$ cat src/rtl/core/rrpc_pkg.sv
// Shared widths, register codes and pipeline types for the rounded-rect coverage block.
package rrpc_pkg;

  localparam int COORD_W   = 13;  // pixel and centre coordinates
  localparam int DIFF_W    = 14;  // signed offsets and edge distances
  localparam int SIZE_W    = 10;  // half sizes and radius
  localparam int MASK_W    = 4;
  localparam int COV_W     = 7;
  localparam int SQ_W      = 2 * SIZE_W;       // square of a 10-bit value
  localparam int RSQ_W     = 2 * SIZE_W + 1;   // (r+1)^2 and the sum of two squares
  localparam int ROOT_W    = 32;               // root operand and partial root
  localparam int ROOT_SHIFT = 12;              // 6 fractional bits on the root
  localparam int LIMIT_W   = SIZE_W + 1 + 6;   // (r+1)*64
  localparam int ROOT_STEPS = ROOT_W / 2;
  localparam int ROOT_STEPS_PER_STAGE = 2;
  localparam int ROOT_STAGES = ROOT_STEPS / ROOT_STEPS_PER_STAGE;
  localparam int ROOT_TOP_BIT = ROOT_W - 2;
  localparam int ADDR_W    = 5;
  localparam int DATA_W    = 32;
  localparam int IDX_W     = ADDR_W - 2;

  localparam logic [COV_W-1:0] COV_ZERO = 7'd0;
  localparam logic [COV_W-1:0] COV_HALF = 7'd32;
  localparam logic [COV_W-1:0] COV_FULL = 7'd64;
  localparam logic [MASK_W-1:0] MASK_ALL_ROUND = 4'hF;

  typedef enum logic [IDX_W-1:0] {
    REG_CENTRE_X    = 3'd0,
    REG_CENTRE_Y    = 3'd1,
    REG_HALF_WIDTH  = 3'd2,
    REG_HALF_HEIGHT = 3'd3,
    REG_RADIUS      = 3'd4,
    REG_ROUND_MASK  = 3'd5
  } cfg_idx_t;

  typedef struct packed {
    logic [COORD_W-1:0] centre_x;
    logic [COORD_W-1:0] centre_y;
    logic [SIZE_W-1:0]  half_width;
    logic [SIZE_W-1:0]  half_height;
    logic [SIZE_W-1:0]  corner_radius;
    logic [MASK_W-1:0]  round_mask;
  } cfg_t;

  // One item in flight through the square-root stages.
  typedef struct packed {
    logic               done;   // coverage already decided
    logic [COV_W-1:0]   cov;
    logic [ROOT_W-1:0]  rem;
    logic [ROOT_W-1:0]  res;
    logic [LIMIT_W-1:0] limit;  // (r+1)*64
  } root_t;

endpackage

$ cat src/rtl/core/rrpc_geom.sv
// Geometry front end: offsets, quadrant choice, corner distances, squares and early decisions.
module rrpc_geom import rrpc_pkg::*; (
  input  logic               clk,
  input  logic               rst_n,
  input  logic               adv,
  input  logic               in_valid,
  input  logic [COORD_W-1:0] pixel_x,
  input  logic [COORD_W-1:0] pixel_y,
  input  cfg_t               cfg,
  output logic               out_valid,
  output root_t              out_item
);

  typedef struct packed {
    logic [COORD_W-1:0] dx;
    logic [COORD_W-1:0] dy;
    logic               top;
    logic               left;
    logic [SIZE_W-1:0]  r;
  } geo_a_t;

  typedef struct packed {
    logic              done;
    logic [COV_W-1:0]  cov;
    logic [SIZE_W-1:0] qx;
    logic [SIZE_W-1:0] qy;
    logic [SIZE_W-1:0] r;
  } geo_b_t;

  typedef struct packed {
    logic              done;
    logic [COV_W-1:0]  cov;
    logic [SQ_W-1:0]   sqx;
    logic [SQ_W-1:0]   sqy;
    logic [SQ_W-1:0]   rin;
    logic [RSQ_W-1:0]  rout;
    logic [SIZE_W-1:0] r;
  } geo_c_t;

  logic   a_v_r, b_v_r, c_v_r, d_v_r;
  geo_a_t a_r, a_nxt;
  geo_b_t b_r, b_nxt;
  geo_c_t c_r, c_nxt;
  root_t  d_r, d_nxt;

  // stage A: offsets from the centre and clamped radius
  logic signed [DIFF_W-1:0] sx, sy;
  logic [SIZE_W-1:0]        rmin;

  always_comb begin
    sx = {pixel_x[COORD_W-1], pixel_x} - {cfg.centre_x[COORD_W-1], cfg.centre_x};
    sy = {pixel_y[COORD_W-1], pixel_y} - {cfg.centre_y[COORD_W-1], cfg.centre_y};
    rmin = (cfg.half_width < cfg.half_height) ? cfg.half_width : cfg.half_height;
    a_nxt.dx   = sx[DIFF_W-1] ? COORD_W'(-sx) : COORD_W'(sx);
    a_nxt.dy   = sy[DIFF_W-1] ? COORD_W'(-sy) : COORD_W'(sy);
    a_nxt.top  = sy[DIFF_W-1];
    a_nxt.left = sx[DIFF_W-1];
    a_nxt.r    = (cfg.corner_radius < rmin) ? cfg.corner_radius : rmin;
  end

  // stage B: sharp-edge ramp, or distance past the inner box
  logic                     round;
  logic signed [DIFF_W-1:0] ex, ey, e;
  logic [SIZE_W-1:0]        in_x, in_y;
  logic signed [DIFF_W-1:0] qx, qy, rp1;
  logic [COV_W-1:0]         sharp_cov;

  always_comb begin
    round = cfg.round_mask[{~a_r.top, ~a_r.left}];
    ex = {{(DIFF_W-SIZE_W){1'b0}}, cfg.half_width} - {1'b0, a_r.dx};
    ey = {{(DIFF_W-SIZE_W){1'b0}}, cfg.half_height} - {1'b0, a_r.dy};
    e  = (ex < ey) ? ex : ey;
    if (e[DIFF_W-1]) begin
      sharp_cov = COV_ZERO;
    end else if (e == '0) begin
      sharp_cov = COV_HALF;
    end else begin
      sharp_cov = COV_FULL;
    end
    in_x = cfg.half_width - a_r.r;
    in_y = cfg.half_height - a_r.r;
    qx   = {1'b0, a_r.dx} - {{(DIFF_W-SIZE_W){1'b0}}, in_x};
    qy   = {1'b0, a_r.dy} - {{(DIFF_W-SIZE_W){1'b0}}, in_y};
    rp1  = {{(DIFF_W-SIZE_W){1'b0}}, a_r.r} + DIFF_W'(1);

    b_nxt.r    = a_r.r;
    b_nxt.qx   = qx[DIFF_W-1] ? '0 : qx[SIZE_W-1:0];
    b_nxt.qy   = qy[DIFF_W-1] ? '0 : qy[SIZE_W-1:0];
    b_nxt.done = 1'b1;
    b_nxt.cov  = COV_ZERO;
    if (!round) begin
      b_nxt.cov = sharp_cov;
    end else if (qx >= rp1 || qy >= rp1) begin
      b_nxt.cov = COV_ZERO;
    end else if (qx <= 0 && qy <= 0) begin
      b_nxt.cov = COV_FULL;
    end else begin
      b_nxt.done = 1'b0;
    end
  end

  // stage C: squares of the corner distance and of the ring bounds
  logic [SIZE_W-1:0] rm1;
  logic [SIZE_W:0]   rp1_c;

  always_comb begin
    rm1   = b_r.r - SIZE_W'(1);
    rp1_c = {1'b0, b_r.r} + (SIZE_W+1)'(1);
    c_nxt.done = b_r.done;
    c_nxt.cov  = b_r.cov;
    c_nxt.r    = b_r.r;
    c_nxt.sqx  = SQ_W'(b_r.qx) * SQ_W'(b_r.qx);
    c_nxt.sqy  = SQ_W'(b_r.qy) * SQ_W'(b_r.qy);
    c_nxt.rin  = (b_r.r > SIZE_W'(1)) ? SQ_W'(rm1) * SQ_W'(rm1) : '0;
    c_nxt.rout = RSQ_W'(rp1_c) * RSQ_W'(rp1_c);
  end

  // stage D: squared distance against the ring, root operand set up
  logic [RSQ_W-1:0] d2;
  logic [SIZE_W:0]  rp1_d;

  always_comb begin
    d2    = {1'b0, c_r.sqx} + {1'b0, c_r.sqy};
    rp1_d = {1'b0, c_r.r} + (SIZE_W+1)'(1);
    d_nxt.done  = c_r.done;
    d_nxt.cov   = c_r.cov;
    d_nxt.res   = '0;
    d_nxt.rem   = ROOT_W'(d2[SQ_W-1:0]) << ROOT_SHIFT;
    d_nxt.limit = {rp1_d, 6'b0};
    if (!c_r.done) begin
      if (d2 >= c_r.rout) begin
        d_nxt.done = 1'b1;
        d_nxt.cov  = COV_ZERO;
      end else if (d2 <= {1'b0, c_r.rin}) begin
        d_nxt.done = 1'b1;
        d_nxt.cov  = COV_FULL;
      end
    end
  end

  always_ff @(posedge clk) begin
    if (!rst_n) begin
      a_v_r <= 1'b0;
      b_v_r <= 1'b0;
      c_v_r <= 1'b0;
      d_v_r <= 1'b0;
    end else if (adv) begin
      a_v_r <= in_valid;
      b_v_r <= a_v_r;
      c_v_r <= b_v_r;
      d_v_r <= c_v_r;
    end
  end

  always_ff @(posedge clk) begin
    if (adv) begin
      a_r <= a_nxt;
      b_r <= b_nxt;
      c_r <= c_nxt;
      d_r <= d_nxt;
    end
  end

  assign out_valid = d_v_r;
  assign out_item  = d_r;

endmodule

$ cat config.mk
export PLATFORM = sky130hd
export DESIGN_NAME = rrpc_geom
export DESIGN_NICKNAME = d
export VERILOG_FILES = /design/src/rtl/core/rrpc_pkg.sv /design/src/rtl/core/rrpc_geom.sv
export SDC_FILE = /design/constraint.sdc
export NUM_CORES = 1
export LEC_CHECK = 0
export ABC_AREA = 1
export BUFFER_PORTS_ARGS = -buffer_cell sky130_fd_sc_hd__buf_2
export CAP_MARGIN = 20
export CORE_MARGIN = 1.5
export CORE_UTILIZATION = 50
export CTS_CLUSTER_DIAMETER = 40
export DETAILED_ROUTE_END_ITERATION = 12
export PLACE_DENSITY = 0.68
export RECOVER_POWER = 100
export SYNTH_ARGS = -nofsm -noshare
export SYNTH_HDL_FRONTEND = slang
export SYNTH_SLANG_ARGS = --single-unit
$ cat constraint.sdc
create_clock -name clk -period 7.9 [get_ports clk]
set_input_delay 1.58 -clock clk [delete_from_list [all_inputs] [get_ports clk]]
set_output_delay 1.58 -clock clk [all_outputs]
set_load 0.005 [all_outputs]
### After elaboration in Yosys (flattened, before gate mapping)

Index checks and enable logic that the tools add are counted.
Widths: inputs -> output; s select.

| storage, ports and cells | value |
|---|---|
| RAM bits | 0 |
| register bits after elaboration | 218 |
| memory bits (read-only) | 0 |
| latch bits | 0 |
| word-level logic and storage cells | 79 |
| output and inout bits | 90 |
| memories | 0 |
| bits of input ports | 90 |

| operators by class | value |
|---|---|
| add/sub/neg operators | 15 |
| div/mod/pow operators | 0 |
| reductions and logical operators | 5 |
| magnitude comparators | 11 |
| mux-type cells | 16 |
| bitwise logic cells | 3 |
| multipliers | 4 |
| shift-type cells | 0 |
| eq/ne operators | 0 |

Operators by type and width:

| operator | number |
|---|---|
| $mul 10x10->20 | 3 |
| $mux 7 | 7 |
| $add 10x1->11 const B | 3 |
| $ge 14x12->1 | 2 |
| $le 14x1->1 const B | 2 |
| $sub 10x13->14 | 2 |
| $sub 13x10->14 | 2 |
| $sub 13x13->14 | 2 |
| $mux 13 | 2 |
| $neg 13->13 | 2 |
| $add 20x20->21 | 1 |
| $ge 21x21->1 | 1 |
| $le 21x20->1 | 1 |
| $mul 11x11->21 | 1 |
| $lt 10x10->1 | 2 |
| $mux 10 | 2 |
| $sub 10x10->10 | 2 |
| $logic_not 14->1 | 1 |
| $lt 14x14->1 | 1 |
| $mux 14 | 1 |
| $gt 10x1->1 const B | 1 |
| $sub 10x1->10 const B | 1 |
| $mux 8 | 1 |
| $reduce_or 2->1 | 2 |
| other kinds (6) | 9 |

### Logic depth before layout (Yosys ltp)

| depth | value |
|---|---|
| depth after elaboration | 7 |
| gate-level depth with buffers | 31 |
| depth with buffers taken out | 30 |

### Least setup slack after synthesis

No wires, ideal clock.

| path | value |
|---|---|
| kind | register to register |
| start point | register b_r[0] (netlist bit) |
| end point | register c_r[30] (netlist bit) (data pin) |
| library setup time | 260 ps |
| period minus slack after synthesis | 5,934 ps |
| data required time | 7,640 ps |
| stages on the path, launching flop included | 27 |
| buffers on the path | 0 |
| path slack | 1,966 ps |
| arrival time | 5,674 ps |
| path through | edfxtp_1 > ha_1 > nand2_1 > nor2_1 > inv_1 > nor2_1 > nand2_1 > xor2_1 > inv_2 > nor2_1 > inv_1 > fa_1 > fa_1 > fa_1 > inv_1 > fa_1 > inv_1 > fa_1 > inv_1 > ha_1 > nand2_1 > inv_1 > a21oi_1 > nand2_1 > a221oi_1 > nand2_1 > xor2_1 |

RTL lines:

| what | line | source |
|---|---|---|
| start: declaration | rrpc_geom.sv:42 | `geo_b_t b_r, b_nxt;` |
| start signal: assignment | rrpc_geom.sv:158 | `b_r <= b_nxt;` |
| end signal: assignment | rrpc_geom.sv:159 | `c_r <= c_nxt;` |
| end: declaration | rrpc_geom.sv:43 | `geo_c_t c_r, c_nxt;` |

==> results.py <==
metrics = {
    "outcome": {
        "status": "complete, but fails checks",
        "violations": "max-capacitance violations, max-slew violations",
    },
    "synthesis": {
        "synth_top_area_share_pct": 21.1,
        "synth-edff-count": 195,
        "syn_avg_cell_area_um2": 7.86,
        "syn_inst": 3526,
        "synthArstFlopShare_pct": 0,
        "synth_ff_type": "edfxtp_1",
        "yosys-top-cells-count": "inv_1 (796), nand2_1 (701), ha_1 (394), nor2_1 (267), fa_1 (209)",
        "ys_seq_area_share_pct": 21.4,
        "ys_seq_elements": 199,
        "synthTopCellsByArea": "edfxtp_1 (21%), ha_1 (18%), fa_1 (15%), inv_1 (11%), nand2_1 (9.5%)",
        "yosysWarnings": 0,
        "synth_cell_types": 59,
        "netlist_area_mm2": 0.0277,
        "synth_most_common_cell": "inv_1",
        "yosysTopAreaCell": "edfxtp_1",
    },
    "finish": {
        "drive_gt1_share_pct": 5.00,
        "diodes": 0,
        "area_growth_pct": 6.37,
        "fin_util_pct": 53.6,
        "fin_area_mm2": 0.0295,
        "fin_nets": 4338,
    },
    "worst_setup_path": {
        "cp-start-kind": "register",
        "cp_slowest_cell": "fa_1",
        "crit_path_max_incr_delay_ns": 0.54,
        "cp_max_fo": 24,
        "critPathCaptureType": "register",
        "worstReg2RegStart": "b_r[0]",
        "rr_worst_depth": 28,
        "crit_top_cell": "inv_1",
        "path_depth": 28,
        "worst-setup-path-type": "register to register",
        "cp_data_required_time_ns": 8.15,
        "startpoint": "b_r[0]",
        "crit_buf_inv": 7,
        "path_delay_family": "adder cells",
        "crit_arrival_ns": 6.85,
    },
    "timing": {
        "slew_headroom_pct": -139,
        "finalHoldViolCount": 0,
        "finalCriticalPeriod_ns": 6.60,
        "fin_worst_skew_ns": 0.0117,
        "fin_tns_setup_ns": 0,
        "setup_viol": 0,
        "maxSlewViolCount": 217,
        "fmax_ghz": 0.151,
        "grt_setup_unrepaired": "false",
        "min_period_over_period_pct": 83.6,
        "tightest_slew_ns": 3.58,
    },
    "route": {
        "viasPerCell": 4.96,
        "drt_iter0_markers": 1121,
        "ant_nets": 0,
        "wl_per_cell_um": 13.8,
        "routed_wl_um": 60700,
        "vias": 21842,
        "drc": 0,
        "dr.pass1.iters": 5,
    },
    "place": {
        "gp_congestion": 0.938,
        "place_hpwl_um": 51900,
        "port_buffers": 124,
        "place_area_mm2": 0.0290,
    },
    "global_routing": {
        "overflow": 0,
        "antenna_found_initial": 0,
        "grt_pass1_vias": 20958,
        "grt_max_degree": 75,
        "grt_usage_pct": 22.1,
        "grt_pass1_wl_um": 100000,
    },
    "clocking": {
        "cts_tree": "yes",
        "post_cts_buffers": 0,
        "clockBufferDepth": 2,
        "holdBufCountCts": 0,
        "cts_root_buf": "clkbuf_16",
        "numCtsBuffers": 17,
        "ctsResizeCount": 0,
        "cts-htree-levels": 4,
        "clock_latency_ns": 0.49,
        "clkSinkCount": 199,
        "path_clk_slew_ns": 0.08,
    },
    "hold_path": {
        "hold_start": "b_r[35]",
        "hold_path_class": "register to register",
        "whs_path_depth": 0,
    },
    "floorplanning": {
        "core_area_mm2": 0.0550,
        "floorplan.initialDensity_pct": 50.4,
        "rows": 86,
        "dieWidth_um": 239,
        "io-pin-count": 180,
        "die_y_um": 239,
        "die-area_mm2": 0.0569,
    },
    "flow_run": {
        "maxCapViolCount": 4,
    },
}
[state kept, by name, indices dropped and copies added (netlist names)]
register	cells
c_r	90
a_v_r	1
c_v_r	1
out_valid	1
b_v_r	1
b_r	33
out_item	34
a_r	38
[layout make-up]
class / count / area [um^2]
clock buffers: 19 / 443
clock inverters: 13 / 159
fillers: 5303 / 25500
inverters: 804 / 3020
multi-input cells: 2496 / 18400
flip-flops and latches: 199 / 5940
well taps: 748 / 936
repair buffers: 127 / 617
[through the flow]
| stage | setup slack, ns | instances | hold slack, ns |
|---|---|---|---|
| 2_1_floorplan | 1.97 | 3588 | 0.400 |
| 3_3_place_gp | 1.53 | 4374 | 0.404 |
| 5_1_grt | 0.589 | 4406 | 0.440 |
| 4_1_cts | 1.38 | 4406 | 0.425 |
| 6_report | 1.30 | 4406 | 0.422 |
| 3_5_place_dp | 1.40 | 4374 | 0.408 |
[final timing paths]
path	end	slack (ns)
max	c_r[29]	1.30
min	c_r[96]	0.42
max reg2reg	c_r[29]	1.30
min reg2reg	c_r[96]	0.42
[metal layers]
metal  track usage, %  wire length, um
met3             2.85             2480
met1             28.9            27800
met4             8.57             1880
met5                0                0
met2             37.2            28500
[cells in the final DEF (no fill, tap or decap), drive strengths merged, types with 37 or more instances in the layout]
cell,count
xnor2,54
ha,394
edfxtp,195
xor2,120
fa,209
inv,808
nand4,53
clkbuf,37
nand2,715
a21oi,204
nand3,169
nor2,274
buf,109
o21ai,99
conb,64
[kinds of logic (layout without fill, tap and decap cells)]
group           count (synthesis)  in the layout  synth area share (%)
fa+ha+maj                     603            603                  32.9
buf+inv                       893            963                  12.9
compound gates                381            381                  7.80
xor+xnor                      174            174                  5.63
simple gates                 1274           1274                  19.3
flops                         199            199                  21.4
other cells                     2             64                0.0271
Power is not shown: default switching activity piles up to over one toggle a cycle in this logic, so the estimate is an artifact.
